### src/design/b2bcd_pkg.sv
`timescale 1ns / 1ps
// ----------------------------------------------------------------------------
// b2bcd_pkg: shared types and helpers for the binary to packed BCD converter
// Digit width, output field layout and the per-digit add-3 correction.
// ----------------------------------------------------------------------------
`default_nettype none

package b2bcd_pkg;

  localparam int DIGIT_W    = 4;
  localparam int MAX_DIGITS = 20;
  localparam int OUT_W      = MAX_DIGITS * DIGIT_W;  // 80-bit digit image
  localparam int LOW_W      = 64;                    // digits 0..15
  localparam int HIGH_W     = 13;                    // digits 16..19, top digit is 1 bit

  typedef struct packed {
    logic [LOW_W-1:0]  low;
    logic [HIGH_W-1:0] high;
  } result_t;

  // double-dabble correction: digits of 5 and up get 3 added before the shift
  function automatic logic [DIGIT_W-1:0] dabble_fix(input logic [DIGIT_W-1:0] d);
    dabble_fix = (d >= 4'd5) ? d + 4'd3 : d;
  endfunction

  // true when every packed digit is a legal decimal digit
  function automatic logic digits_ok(input logic [OUT_W-1:0] v);
    logic ok;
    ok = 1'b1;
    for (int k = 0; k < MAX_DIGITS; k++) begin
      if (v[k*DIGIT_W +: DIGIT_W] > 4'd9) ok = 1'b0;
    end
    digits_ok = ok;
  endfunction

endpackage

`default_nettype wire

### src/design/b2bcd_outbuf.sv
`timescale 1ns / 1ps
// ----------------------------------------------------------------------------
// b2bcd_outbuf: output register with skid entry
// Catches the transaction leaving the cell chain when the consumer stalls;
// a full skid entry freezes the chain.
// ----------------------------------------------------------------------------
`default_nettype none

module b2bcd_outbuf (
  input  wire logic                clk,
  input  wire logic                rst,
  input  wire logic                in_valid,
  input  wire b2bcd_pkg::result_t  in_data,
  output logic                     hold,
  output logic                     out_valid,
  output b2bcd_pkg::result_t       out_data,
  input  wire logic                out_stall
);

  logic               skid_valid;
  b2bcd_pkg::result_t skid_data;
  logic               take;
  logic               push;

  assign take = out_valid && !out_stall;
  assign push = in_valid && !skid_valid;
  assign hold = skid_valid;

  always_ff @(posedge clk) begin
    if (rst) begin
      out_valid  <= 1'b0;
      skid_valid <= 1'b0;
    end else if (skid_valid) begin
      if (take) skid_valid <= 1'b0;
    end else if (push) begin
      if (!out_valid || take) begin
        out_valid <= 1'b1;
      end else begin
        skid_valid <= 1'b1;
      end
    end else if (take) begin
      out_valid <= 1'b0;
    end
  end

  always_ff @(posedge clk) begin
    if (skid_valid) begin
      if (take) out_data <= skid_data;
    end else if (push) begin
      if (!out_valid || take) begin
        out_data <= in_data;
      end else begin
        skid_data <= in_data;
      end
    end
  end

  a_skid_needs_out: assert property (@(posedge clk) disable iff (rst)
    skid_valid |-> out_valid)
    else $error("skid entry full while output register empty");

  a_skid_drains: assert property (@(posedge clk) disable iff (rst)
    (skid_valid && take) |=> (out_valid && !skid_valid && out_data == $past(skid_data)))
    else $error("skid entry did not move into output register");

  a_no_overwrite: assert property (@(posedge clk) disable iff (rst)
    (out_valid && out_stall && !skid_valid && push) |=> (skid_valid && $stable(out_data)))
    else $error("stalled output overwritten instead of filling skid entry");

endmodule

`default_nettype wire

### config.mk
export PLATFORM = sky130hd
export DESIGN_NAME = b2bcd_outbuf
export DESIGN_NICKNAME = d
export VERILOG_FILES = /design/src/design/b2bcd_pkg.sv /design/src/design/b2bcd_outbuf.sv
export SDC_FILE = /design/constraint.sdc
export NUM_CORES = 1
export LEC_CHECK = 0
export BUFFER_PORTS_ARGS = -buffer_cell sky130_fd_sc_hd__buf_2
export CAP_MARGIN = 30
export CORE_AREA = 5 5 162 164
export CTS_CLUSTER_SIZE = 8
export DETAILED_ROUTE_END_ITERATION = 10
export DIE_AREA = 0 0 167 169
export PLACE_DENSITY = 0.49
export SLEW_MARGIN = 15
export SYNTH_ARGS = -nofsm -noshare
export SYNTH_HDL_FRONTEND = slang
export SYNTH_SLANG_ARGS = --single-unit
### constraint.sdc
create_clock -name clk -period 5.4 [get_ports clk]
set_input_delay 1.08 -clock clk [delete_from_list [all_inputs] [get_ports clk]]
set_output_delay 1.08 -clock clk [all_outputs]
set_load 0.05 [all_outputs]
# Word level (Yosys, flattened, before mapping)
# Cells that the tools add are included.
[word_totals] wordCells=33 ff_bits=156
[op_classes] n_reduce_logical=12 n_mux=11 bitwise=2 n_eq_ne=2
[ops] operator="77-bit 2-to-1 mux" count=4
[ops] operator="3-bit AND reduction" count=3
[ops] operator="1-bit 2-to-1 mux" count=7
[ops] operator="2-bit nonzero test" count=3
[ops] operator="2-bit by 1-bit != test with 1-bit output (second input constant)" count=2
[ops] operator="1-bit logical NOT" count=3
[ops] operator="1-bit logical AND" count=2
[ops] operator="1-bit inverter" count=2
[ops] operator="1-bit logical OR" count=1

# Longest topological paths before layout
[depth] word_depth=6 mapped_depth=4 ltp_nobuf=2

# Worst setup path before layout
# No wires, ideal clock.
[synth_path] path_type="input to register" from="input port out_stall" to="register out_data[0] (netlist bit) (enable)" stages=2 path_slack_ns=0.029 required_ns=4.867 arrival_ns=4.838 n_path_buf=0 setup_ns=0.533 path_cell_list="nand2_1 a21boi_1"
[synth_via] elab_chain_cells=5
[synth_lines] item="start, declared" line_no="b2bcd_outbuf.sv:17" source="input wire logic out_stall"
[synth_lines] item="1-bit logical NOT *" line_no="b2bcd_outbuf.sv:25" source="assign take = out_valid && !out_stall;"
[synth_lines] item="1-bit logical AND *" line_no="b2bcd_outbuf.sv:25"
[synth_lines] item="1-bit logical OR" line_no="b2bcd_outbuf.sv:50" source="if (!out_valid || take) begin"
[synth_lines] item="2-bit nonzero test (no source line)"
[synth_lines] item="3-bit AND reduction (no source line) *"
[synth_lines] item="end signal, assigned" line_no="b2bcd_outbuf.sv:48" source="if (take) out_data <= skid_data;"
[synth_lines] item="end signal, assigned" line_no="b2bcd_outbuf.sv:51" source="out_data <= in_data;"
[synth_lines] item="end, declared" line_no="b2bcd_outbuf.sv:16" source="output b2bcd_pkg::result_t out_data,"
# Mark *: on every way between the ends. The rest lies on a longest branch, timed or not.
# A chain may end at the register's enable or synchronous reset.

# Worst setup path in the final report
[layout_path] from="register skid_valid (netlist: hold)" to="output port hold"
[layout_lines] item="start, declared" line_no="b2bcd_outbuf.sv:20" source="logic skid_valid;"
[layout_lines] item="start signal, assigned" line_no="b2bcd_outbuf.sv:32" source="skid_valid <= 1'b0;"
[layout_lines] item="start signal, assigned" line_no="b2bcd_outbuf.sv:34" source="if (take) skid_valid <= 1'b0;"
[layout_lines] item="start signal, assigned" line_no="b2bcd_outbuf.sv:39" source="skid_valid <= 1'b1;"
[layout_lines] item="end, declared" line_no="b2bcd_outbuf.sv:14" source="output logic hold,"
# No word-level cell between the ends.

==> results.py <==
metrics = {
    "outcome": {
        "run_status": "completed",
    },
    "yosys": {
        "synth_area_um2": 6050,
        "netlist.top_cell.by_area": "edfxtp_1",
        "synth.avg_cell_area_um2": 24.0,
        "ys_seq_area_share_pct": 77.1,
        "yosys_warnings": 0,
        "synth_cell_types": 13,
        "ys_ff_latch": 156,
        "syn-instance-count": 252,
        "ys_top_cells_by_area": "edfxtp_1, mux2_4, buf_12, dfxtp_1, buf_6",
        "syn_nets": 333,
        "synth_top_area_share_pct": 76.5,
    },
    "global_routing": {
        "overflow": 0,
        "antenna_found_initial": 0,
        "grt_max_degree": 77,
        "grt_pass1_wl_mm": 18.5,
        "first_global_vias": 3192,
        "grt_use_total_pct": 8.45,
    },
    "placement": {
        "dp_hpwl_mm": 8.17,
        "portBuffers": 159,
        "pre_cts_slack_ns": 2.23,
        "place_inst": 737,
        "gp_routability_congestion": 0.725,
    },
    "critical_path": {
        "crit_type": "reg -> out",
        "cp_slowest_cell": "dfxtp_4",
        "cp_max_fo": 43,
        "cp.required_ns": 4.32,
        "cpPeakStageDelay_ns": 0.82,
        "worstSetupStartpointType": "flip-flop",
        "r2r-start": "hold",
        "worstPathArrival_ns": 2.54,
        "critPathLaunch": "hold",
        "end_kind": "output port",
        "cp_cell_sequence": "buf_4 -> buf_2",
    },
    "pwr": {
        "p_switching_mw": 0.791,
        "cellLeakagePower_nw": 2.96,
        "p_int_mw": 2.18,
        "vdd_ir_drop_max_mv": 0.188,
        "power_density_nw_per_um2": 383,
        "power_frac_comb_pct": 13.1,
        "clkPwrFrac_pct": 38.5,
        "p_total_mw": 2.97,
        "sw_frac_of_total_pct": 26.6,
        "seq_power_share_pct": 48.4,
    },
    "clock_network": {
        "h-tree-depth": 4,
        "cts_tree": "built",
        "cts_sinks": 156,
        "post_cts_buffers": 0,
        "cts_made_buffers": 17,
        "cts.path.max_buffers": 2,
        "cts-resized-gates": 0,
        "clock-root-buffer": "clkbuf_16",
        "cts_hold_buffers": 0,
        "clk_pin_slew_ns": 0.06,
        "insertion_delay_ns": 0.41,
    },
    "min_path": {
        "holdCritStartpoint": "out_valid",
        "hold_path.class": "reg -> reg",
    },
    "finish": {
        "n_antenna_cell": 0,
        "final_layout_size_suffix_gt1_share_pct": 63.0,
        "nNetsFinal": 508,
        "final_cells": 770,
        "syn_to_final_growth_pct": 28.3,
    },
    "route": {
        "num_vias": 2895,
        "dr.first_iter.drc_count": 186,
        "ant_nets": 0,
        "wl_per_cell_um": 15.5,
        "dr.pass1.iters": 4,
        "wirelength_mm": 12.0,
        "viasPerCell": 3.76,
        "drcViolationCount": 0,
    },
    "timing": {
        "grt_setup_unrepaired": "no",
        "final-setup-viol-count": 0,
        "worst_slew_pin_slew_ns": 0.842,
        "hold_ws_ns": 0.531,
        "timing.setup.tns_ns": 0,
        "slew_headroom_pct": 43.9,
        "worst_slack_ns": 1.78,
        "finClkSkew_ns": 0.0139,
        "fmax_mhz": 276,
        "period_share_pct": 67.0,
        "slew_viol_final": 0,
        "hold_viol": 0,
        "fin_crit_ns": 3.62,
    },
    "floorplanning": {
        "die_y_um": 169,
        "pin_count": 160,
        "die_x_um": 167,
        "die_area_um2": 28200,
        "row_count": 58,
        "core_area_um2": 24700,
        "initial_core_util_pct": 24.4,
    },
    "flow_run": {
        "maxCapViolCount": 0,
    },
}
-- cell usage in the layout, fill, tap and decap left out --
cell type and count:
o21ai_2 1, dfxtp_4 1, a21oi_1 2, bufinv_16 1
a21boi_4 1, clkinv_2 1, buf_2 159, nor2b_1 1
clkbuf_16 17, nand2_1 2, clkinv_4 3, nor3_1 1
buf_16 2, edfxtp_1 154, dfxtp_1 1, clkinvlp_4 5
nand2b_1 1, buf_4 4, nor2_4 1, clkinv_1 1
inv_6 3, mux2_4 77, inv_8 1
-- sequential cells by signal, summed over array words and instances (netlist names) --
signal	flops
out_data	77
skid_data	77
hold	1
out_valid	1
-- power groups by stage --
stage                     combinational, mW  clock (mW)  sequential (mW)
after floorplan                       0.124           0             1.64
after global placement                0.386           0             1.47
after detailed placement              0.395           0             1.47
after CTS                             0.394        1.19             1.44
after global routing                  0.410        1.24             1.45
final                                 0.390        1.14             1.44
-- area by class of cell --
| cell class | count | area (um2) |
|---|---|---|
| clock inverters | 15 | 140 |
| clock buffers | 17 | 425 |
| repair buffers | 165 | 881 |
| fillers | 2432 | 17000 |
| well taps | 330 | 413 |
| multi-input cells | 87 | 1230 |
| flip-flops and latches | 156 | 4670 |
-- critical path, delay by kind of cell, from the launching register on --
kind / cells / cell delay [ns]
DFF: 1 / 0.82
buffers and inverters: 2 / 1.18
-- path summary, 6_finish.rpt --
| kind | slack (ns) | endpoint | cells past startpoint |
|---|---|---|---|
| hold / removal | 0.53 | out_valid | 2 |
| setup reg to reg | 2.91 | out_data[63] | 4 |
| setup / recovery | 1.78 | hold | 2 |
| hold reg to reg | 0.53 | out_valid | 2 |
-- logic make-up (layout without fill, tap and decap cells) --
logic type	after synthesis	in the layout	share of synthesized area, %
buf+inv	9	197	2.83
mux	77	77	19.1
simple gates	6	6	0.476
compound gates	4	4	0.435
flops	156	156	77.1
-- metrics by stage --
stage,instance area (um2),util [%]
6_report,7760,31.3
5_1_grt,7760,31.3
4_1_cts,7730,31.2
3_5_place_dp,7160,29.0
3_3_place_gp,7140,28.8
2_1_floorplan,6050,-
-- synth_stat cells --
cell type / n
nand2_1: 2
a21oi_1: 2
a21boi_1: 1
buf_12: 8
buf_6: 1
nor3_1: 1
nor2b_1: 1
nand2b_1: 1
o21ai_2: 1
edfxtp_1: 154
nor2_1: 1
dfxtp_1: 2
mux2_4: 77
-- metal layers --
layer	vias up	track usage, %	part of all wire (%)
met1	1423	11.1	47
met4	0	3.42	1.4
met2	108	12.8	45
li1	1353	-	-
met3	11	3.04	6.4
met5	-	0	0
No activity file was read; power rests on OpenSTA's default activity.
