===== src/design/b2bcd_pkg.sv =====
`timescale 1ns / 1ps
// ----------------------------------------------------------------------------
// b2bcd_pkg: shared types and helpers for the binary to packed BCD converter
// Digit width, output field layout and the per-digit add-3 correction.
// ----------------------------------------------------------------------------
`default_nettype none

package b2bcd_pkg;

  localparam int DIGIT_W    = 4;
  localparam int MAX_DIGITS = 20;
  localparam int OUT_W      = MAX_DIGITS * DIGIT_W;  // 80-bit digit image
  localparam int LOW_W      = 64;                    // digits 0..15
  localparam int HIGH_W     = 13;                    // digits 16..19, top digit is 1 bit

  typedef struct packed {
    logic [LOW_W-1:0]  low;
    logic [HIGH_W-1:0] high;
  } result_t;

  // double-dabble correction: digits of 5 and up get 3 added before the shift
  function automatic logic [DIGIT_W-1:0] dabble_fix(input logic [DIGIT_W-1:0] d);
    dabble_fix = (d >= 4'd5) ? d + 4'd3 : d;
  endfunction

  // true when every packed digit is a legal decimal digit
  function automatic logic digits_ok(input logic [OUT_W-1:0] v);
    logic ok;
    ok = 1'b1;
    for (int k = 0; k < MAX_DIGITS; k++) begin
      if (v[k*DIGIT_W +: DIGIT_W] > 4'd9) ok = 1'b0;
    end
    digits_ok = ok;
  endfunction

endpackage

`default_nettype wire


===== src/design/b2bcd_cell.sv =====
`timescale 1ns / 1ps
// ----------------------------------------------------------------------------
// b2bcd_cell: one shift-add-3 step
// Corrects every digit, shifts the next binary bit into the digit string,
// and registers the result for the following cell.
// ----------------------------------------------------------------------------
`default_nettype none

module b2bcd_cell #(
  parameter int DIGITS = 20,
  parameter int BITS   = 64
) (
  input  wire logic                                  clk,
  input  wire logic                                  rst,
  input  wire logic                                  en,
  input  wire logic                                  in_valid,
  input  wire logic [DIGITS*b2bcd_pkg::DIGIT_W-1:0]  in_bcd,
  input  wire logic [BITS-1:0]                       in_bin,
  output logic                                       out_valid,
  output logic [DIGITS*b2bcd_pkg::DIGIT_W-1:0]       out_bcd,
  output logic [BITS-1:0]                            out_bin
);

  localparam int DW    = b2bcd_pkg::DIGIT_W;
  localparam int BCD_W = DIGITS * DW;

  logic [BCD_W-1:0] fixed;

  always_comb begin
    for (int d = 0; d < DIGITS; d++) begin
      fixed[d*DW +: DW] = b2bcd_pkg::dabble_fix(in_bcd[d*DW +: DW]);
    end
  end

  always_ff @(posedge clk) begin
    if (rst) begin
      out_valid <= 1'b0;
    end else if (en) begin
      out_valid <= in_valid;
    end
  end

  // top bit of the top digit falls off: result stays modulo 10^DIGITS
  always_ff @(posedge clk) begin
    if (en) begin
      out_bcd <= {fixed[BCD_W-2:0], in_bin[BITS-1]};
      out_bin <= {in_bin[BITS-2:0], 1'b0};
    end
  end

endmodule

`default_nettype wire


===== config.mk =====
export PLATFORM = sky130hd
export DESIGN_NAME = b2bcd_cell
export DESIGN_NICKNAME = d
export VERILOG_FILES = /design/src/design/b2bcd_pkg.sv /design/src/design/b2bcd_cell.sv
export SDC_FILE = /design/constraint.sdc
export NUM_CORES = 1
export LEC_CHECK = 0
export BUFFER_PORTS_ARGS = -buffer_cell sky130_fd_sc_hd__buf_2
export CELL_PAD_IN_SITES_DETAIL_PLACEMENT = 0
export CELL_PAD_IN_SITES_GLOBAL_PLACEMENT = 1
export CORE_MARGIN = 5
export CORE_UTILIZATION = 40
export CTS_BUF_LIST = sky130_fd_sc_hd__clkbuf_2
export CTS_CLUSTER_DIAMETER = 200
export CTS_CLUSTER_SIZE = 30
export DETAILED_ROUTE_END_ITERATION = 12
export GPL_TIMING_DRIVEN = 1
export PLACE_DENSITY = 0.94
export SYNTH_ARGS = -nofsm -noshare
export SYNTH_HDL_FRONTEND = slang
export SYNTH_SLANG_ARGS = --single-unit

===== constraint.sdc =====
create_clock -name clk -period 3.8 [get_ports clk]
set_clock_uncertainty 0.2 [all_clocks]
set_input_delay 0.76 -clock clk [delete_from_list [all_inputs] [get_ports clk]]
set_output_delay 0.76 -clock clk [all_outputs]
set_load 0.02 [all_outputs]

* Word level (Yosys, flattened, before mapping) *
Cells that the tools add are included.

storage, ports and cells
  register bits = 144
  bits of input ports = 148
  word-level logic and storage cells = 63
  output and inout bits = 145

operators by class
  muxes and demuxes = 20
  add/sub/neg operators = 20
  order comparisons = 20

operators with widths
  cell                   number
  $ge A4 B3 Y1 const B   20
  $add A4 B2 Y4 const B  19
  $mux W4                19
  $add A3 B2 Y3 const B  1
  $mux W3                1

* Depth between registers and ports, before layout *
Gate-level depths: netlist (run 1).

  depth after elaboration = 2
  gate-level depth with buffers = 5
  depth with buffers taken out = 5

* Worst setup path before layout (run 1) *
Ideal clock, no wire load.

  path type = input -> register
  start = input in_bcd[9] (netlist name)
  end = register out_bcd[10] (netlist name) (data pin)
  setup time = 261 ps
  cell stages on the path = 5
  buffers on the path = 0
  data arrival time = 1379 ps
  required time = 3339 ps
  path slack = 1961 ps
  cell sequence = inv_1 ha_1 nand2b_1 a21oi_2 mux2i_1

between the ends
  word-level cells in the longest chain between the ends = 2
  elaborated cells between the ends (all ways) = 3
  classes of those cells = 1 x add/sub; 1 x order compare; 1 x mux

RTL lines
  item                                                  line              RTL
  start: declaration                                    b2bcd_cell.sv:17  input wire logic [DIGITS*b2bcd_pkg::DIGIT_W-1:0] in_bcd,
  $add A4 B2 Y4 / $ge A4 B3 Y1 (equally long branches)  b2bcd_pkg.sv:23   dabble_fix = (d >= 4'd5) ? d + 4'd3 : d;
  $mux W4 (*)                                           b2bcd_pkg.sv:23
  net fixed[9]                                          b2bcd_cell.sv:27  logic [BCD_W-1:0] fixed;
  end signal: assignment                                b2bcd_cell.sv:46  out_bcd <= {fixed[BCD_W-2:0], in_bin[BITS-1]};
  end: declaration                                      b2bcd_cell.sv:20  output logic [DIGITS*b2bcd_pkg::DIGIT_W-1:0] out_bcd,

The timed path passes the listed nets; every way through them passes the cells marked *.
A chain may end at the register's enable or synchronous reset.

* Worst setup path after layout (run 1) *
  start = register out_bin[41]
  end = output out_bin[41]

RTL lines
  item                      line              RTL
  start: declaration        b2bcd_cell.sv:21  output logic [BITS-1:0] out_bin
  start signal: assignment  b2bcd_cell.sv:47  out_bin <= {in_bin[BITS-2:0], 1'b0};

No word-level cell between the ends.

==> run metrics, run 1 <==
status finished clean; core area 0.0157 mm²; Max VDD drop 0.198 mV; clock share of power 21.8%; Cell Area, Synth 0.00635 mm²; ys flop type edfxtp_1; Yosys warning count 0; Net Count, Synth 652; Final Power roughly 3.4 mW; post-place setup slack ~1.5 ns; clock buffer depth 2; global-route usage over all layers 16.0%; Final Max Tran Viols 0; Sw Share 28.8%; PortBufs ~290; Clock transition at path regs 0.20 ns; Final nets 1027; max incr delay on CP 0.42 ns; DR vias 4679; number of H-tree levels 4; vias per cell roughly 4.4; Worst-Margin Slew between 0.5 and 0.6 ns; Cells after Synth 464; worst skew pair latency 0.64 ns; share of synthesized registers carrying an async set or reset 0%; setup TNS 0 ns; Hold Path Class input port to flip-flop; P_int between 2 and 2.5 mW; DRT antenna net count 0; Area Growth Syn to Fin 40.8%; Min-Delay Path Depth 3; Hold Crit Start in_valid; gr ovfl total 0; Fmax achieved 451 MHz; Endpoint, Worst Hold out_valid$_SDFFE_PP0P_; largest net degree at the start of global routing 83; DP Wirelength 11200 µm; worst r2r src out_valid$_SDFFE_PP0P_; Top delay family on crit path flip-flops; Final min period 2.22 ns; first drt pass iteration count 4; most instantiated cells after synthesis edfxtp_1 (143), nand2_1 (79), ha_1 (40), inv_1 (40), nand2b_1 (39); per-cell routed wire length ~14 µm; Yosys top cell area share between 60 and 70%; Final WS setup between 1.5 and 2 ns; Slowest cell on crit path edfxtp_1; die area 0.0185 mm²; synthesized area per cell 13.7 µm²; crit path DAT 1.26 ns; Hold Vio Cnt, Final 0; DRT Wirelength ~15000 µm; Yosys top cell by area edfxtp_1; IO Pins 293; layout cells sized above 1 39.8%; PD cells 380 mW/mm²; count leader, synth edfxtp_1; leak pwr ~4 nW; Core Rows 46; CTS buffer count 17; sequential-to-total area share from yosys stat between 60 and 70%; gpl congestion 0.786; crit-path cells buf_2; vias in the first global route 4641; initial antenna violation count 0; die height 136 µm; Hold Slack about 0.16 ns; register share of total power 57.4%; NetSw 979 µW; Worst Path Required 2.84 ns; Critical path buffers and inverters 1; Die Wd 136 µm; critical path capture point type primary output; CTS Sinks approximately 140; library cells used by synthesis 14; combinational power share 20.7%; post-CTS setup buffers 0; reg2reg setup slack 2.97 ns; RSZ-0062 raised after global routing false; Clock Tree Root clkbuf_2; CTS tree done; Initial Utilization 40.4%; Final Setup Violations 0; EDFF count, synth 143; first-pass GRT wire length 22800 µm; fin crit share 58.4%; register bit total from synthesis 144; Worst setup SP type flip-flop; worst-case reg-to-reg path depth 2; Residual DRC 0; crit path max fanout 1; Synth area leaders edfxtp_1 (68%), ha_1 (7.9%), nand2_1 (4.7%); Worst slew margin 60.7%; 1st-iter DRT viols 187; max cap viols 0; crit path kind flip-flop to primary output; r2r endpoint out_valid$_SDFFE_PP0P_
power groups by stage:
stage	clock network [mW]	registers [mW]	logic, mW
after floorplan	0	2.19	0.152
after global placement	0	1.98	0.645
after detailed placement	0	1.99	0.656
after CTS	0.792	1.95	0.711
after global routing	0.868	1.96	0.768
final	0.742	1.95	0.704
how the worst max path moves through the flow:
stage	slack, ns	cells past startpoint	start	endpoint
2_1_floorplan	1.96	5	in_bcd[9]	out_bcd[10]$_DFFE_PP_
3_3_place_gp	1.52	2	en	out_bcd[79]$_DFFE_PP_
3_5_place_dp	1.51	2	en	out_bin[29]$_DFFE_PP_
4_1_cts	1.43	1	out_bin[22]$_DFFE_PP_	out_bin[22]
5_1_grt	1.39	1	out_bin[22]$_DFFE_PP_	out_bin[22]
6_report	1.58	1	out_bin[41]$_DFFE_PP_	out_bin[41]
cell usage in the layout (no fill, tap or decap), types with 5 or more instances in the layout:
cell / n
xnor2_1: 20
nor2_1: 21
dlygate4sd3_1: 65
clkinv_2: 5
mux2i_1: 21
clkinv_1: 5
a21oi_2: 20
ha_1: 40
inv_1: 40
nand2_1: 79
o21ai_1: 19
clkbuf_2: 18
nand2b_1: 39
edfxtp_1: 143
buf_2: 290
o21ai_0: 19
cell type report:
class                           instances  area [µm²]
Fill cell                            1353        6780
Sequential cell                       144        4310
Timing Repair Buffer                  357        2130
Multi-Input combinational cell        279        1870
Tap cell                              216         270
Inverter                               40         150
Clock inverter                         14        98.8
Clock buffer                           18        90.1
Antenna cell                            1        2.50
state kept, by name (all words and copies together), names as in the netlist:
name	flops
out_bcd	80
out_bin	63
out_valid	1
through the flow:
step                std cells  instance area [µm²]  util (%)
finish                   1069                 8930      56.9
global route             1068                 8930      56.8
CTS                      1068                 8930      56.8
detailed placement        971                 8090      51.5
global placement          971                 8090      51.5
floorplan                 464                 6350         -
per-layer routing:
metal / GRT usage (%) / vias to the layer above / wire (µm)
met5: 0 / - / 0
met3: 8.07 / 20 / 1560
met2: 27.7 / 180 / 7660
met1: 16.7 / 2114 / 5390
met4: 6.05 / 0 / 356
li1: - / 2365 / -
logic make-up after synthesis:
family                   share of synthesized area [%]
AO/OA/AOI/OAI                                     5.76
XOR/XNOR                                          2.76
adder cells (fa/ha/maj)                           7.89
buffers and inverters                             2.48
flip-flops                                        68.0
multiplexers                                      3.31
other                                           0.0591
AND/OR/NAND/NOR                                   9.76
what timing repair did:
item                                   CTS  global route
setup endpoints to repair                0             0
hold buffers                            65             0
endpoints found under the hold margin   65             0
gates resized for setup                  0             0
Power figures use the tool's default switching activity.
==> run 2, diff against run 1 <==
Settings changed: CORE_UTILIZATION 40 to 37, PLACE_DENSITY 0.94 to 0.88.
Clock period 3.8 ns to 2.08 ns, I/O delays scaled along.
==> run metrics, run 2 (same netlist as run 1, synthesis figures left out) <==
crit-path cells dlygate4sd3_1, buf_2, nor2_2, nand2_1, dlygate4sd3_1, nand2_1, dlygate4sd3_1; crit path DAT 2.37 ns (+1.11 ns); Final Power 6.71 mW (+97%); max cap viols 0 (unchanged); CTS tree done; commonest non-fill, non-tap cell in the layout buf_2; Initial Utilization 38.0% (-2.4 points); largest registers out_bcd x80, out_bin x63, out_valid x1; failing checks negative setup slack; Clock transition at path regs 0.21 ns (about the same); Worst Path Required 2.35 ns (-0.49 ns); Die Wd 141 µm (+3.7%); Area after DPL 0.00814 mm² (+0.59%); Top delay family on crit path buffers and inverters; RSZ-0062 raised after global routing false; final instance area 0.0103 mm² (+15%); largest register by flop count out_bcd; clock share of power 23.1% (+1.3 points); worst skew pair latency 0.68 ns (+0.04 ns); initial antenna violation count 0 (unchanged); Hold Slack 0.185 ns (+0.0257 ns); max incr delay on CP 0.56 ns (+0.14 ns); vias in the first global route 5333 (+15%); crit path kind input port to flip-flop; first drt pass iteration count 4 (unchanged); PD cells 654 mW/mm² (+72%); status complete, but fails checks; Hold Path Class input port to flip-flop; core area 0.0167 mm² (+6.3%); vias per cell 4.42 (+0.90%); Final min period ~2.1 ns; DRT antenna net count 0 (unchanged); Core Rows 47 (+2.2%); FF/Latch Area 0.00431 mm² (unchanged); Slowest cell on crit path dlygate4sd3_1; Area Growth Syn to Fin 61.6%; Clock Tree Root clkbuf_2; global-route usage over all layers 17.1% (+1.1 points); CTS buffer count 17 (unchanged); max reg flops 80 (unchanged); Final nets 1154 (+12%); met1 Use GR 17.5% (+0.81 points); Final WS setup -0.0172 ns (-1.60 ns); Final Max Tran Viols 0 (unchanged); CTS Sinks 144 (unchanged); per-cell routed wire length 14.5 µm (+3.9%); Top Usage Layer GRT met2; gpl congestion 0.809 (+3.0%); post-CTS setup buffers 0 (unchanged); GR Layer Usage met2 31.5% (+3.7 points); placed cells 979 (+0.82%); Fmax achieved 477 MHz; Max VDD drop 0.397 mV (+100%); final std cells w/o fill 1199 (+12%); register share of total power 53.1% (-4.3 points); Worst setup SP type input port; crit path max fanout 4 (+3); PortBufs 291 (unchanged); Multi-input gate area 0.00188 mm² (+0.33%); post-place setup slack 0.383 ns (-1.13 ns); Critical path buffers and inverters 4 (+3); die height 141 µm (+3.7%); DR vias 5295 (+13%); Final Setup Violations 2 (+2); P_int 4.79 mW (+98%); DRT Wirelength 17400 µm (+17%); leak pwr 4.59 nW (+13%); CP dominant cell by count dlygate4sd3_1; Sw Share 28.5% (-0.29 points); M3 GR Usage 7.52% (-0.55 points); gr ovfl total 0 (unchanged); fin util 61.4% (+4.6 points); Residual DRC 0 (unchanged); setup TNS -0.0198 ns (-0.0198 ns); Hold Vio Cnt, Final 0 (unchanged); combinational power share 23.8% (+3.1 points); antenna cell count 0 (-1); first-pass GRT wire length 26600 µm (+17%); 1st-iter DRT viols 174 (-7.0%); largest net degree at the start of global routing 50 (-40%); NetSw 1.91 mW (+95%); fillers 1332 (-1.6%); clock buffer depth 2 (unchanged); IO Pins 293 (unchanged); die area 0.0199 mm² (+7.5%); layout cells sized above 1 35.4% (-4.3 points); number of H-tree levels 4 (unchanged); critical path capture point type flip-flop; most frequent cells in the layout buf_2 (289), dlygate4sd3_1 (187), edfxtp_1 (143), nand2_1 (79); fin crit share 101%; DP Wirelength 12000 µm (+7.4%)
==> run 2: final cells by class <==
cell class | count | area share [%]
clock buffers | 20 | 0.976
clock inverters | 12 | 1.16
inverters | 40 | 1.46
multi-input cells | 279 | 18.3
flip-flops and latches | 144 | 42.1
well taps | 220 | 2.68
repair buffers | 484 | 33.3
==> run 2: what timing repair did <==
item	in CTS	in global routing
endpoints found under the setup margin	0	2
hold endpoints to repair	173	0
gates resized for setup	0	5
hold buffers	189	0
==> run 2: power groups by stage <==
stage               Combinational (mW)  Sequential (mW)  Clock (mW)
finish                            1.60             3.56        1.55
detailed placement                1.22             3.63           0
floorplan                        0.277             3.99           0
global route                      1.72             3.59        1.74
global placement                  1.21             3.62           0
CTS                               1.58             3.56        1.63
==> run 2: worst reg2reg max path, stage by stage, from the launching register on <==
cell           delay (ns)
dfxtp_1              0.36
mux2i_1              0.13
nor2_1               0.07
dlygate4sd3_1        0.56
==> run 2: routing by layer <==
layer  part of all wire, %  wire length, µm
met1                    36             6300
met2                    52             9100
met3                   9.7             1700
met4                   1.9              331
met5                     0                0
==> run 2: worst paths after layout <==
| path | from | end | slack, ns | cells after the start |
|---|---|---|---|---|
| worst min-delay path | in_bcd[4] | out_bcd[8]$_DFFE_PP_ | 0.19 | 5 |
| worst min register to register | out_valid$_SDFFE_PP0P_ | out_valid$_SDFFE_PP0P_ | 0.94 | 3 |
| worst max-delay path | in_bcd[2] | out_bcd[3]$_DFFE_PP_ | -0.02 | 7 |
| worst max register to register | out_valid$_SDFFE_PP0P_ | out_valid$_SDFFE_PP0P_ | 0.68 | 3 |
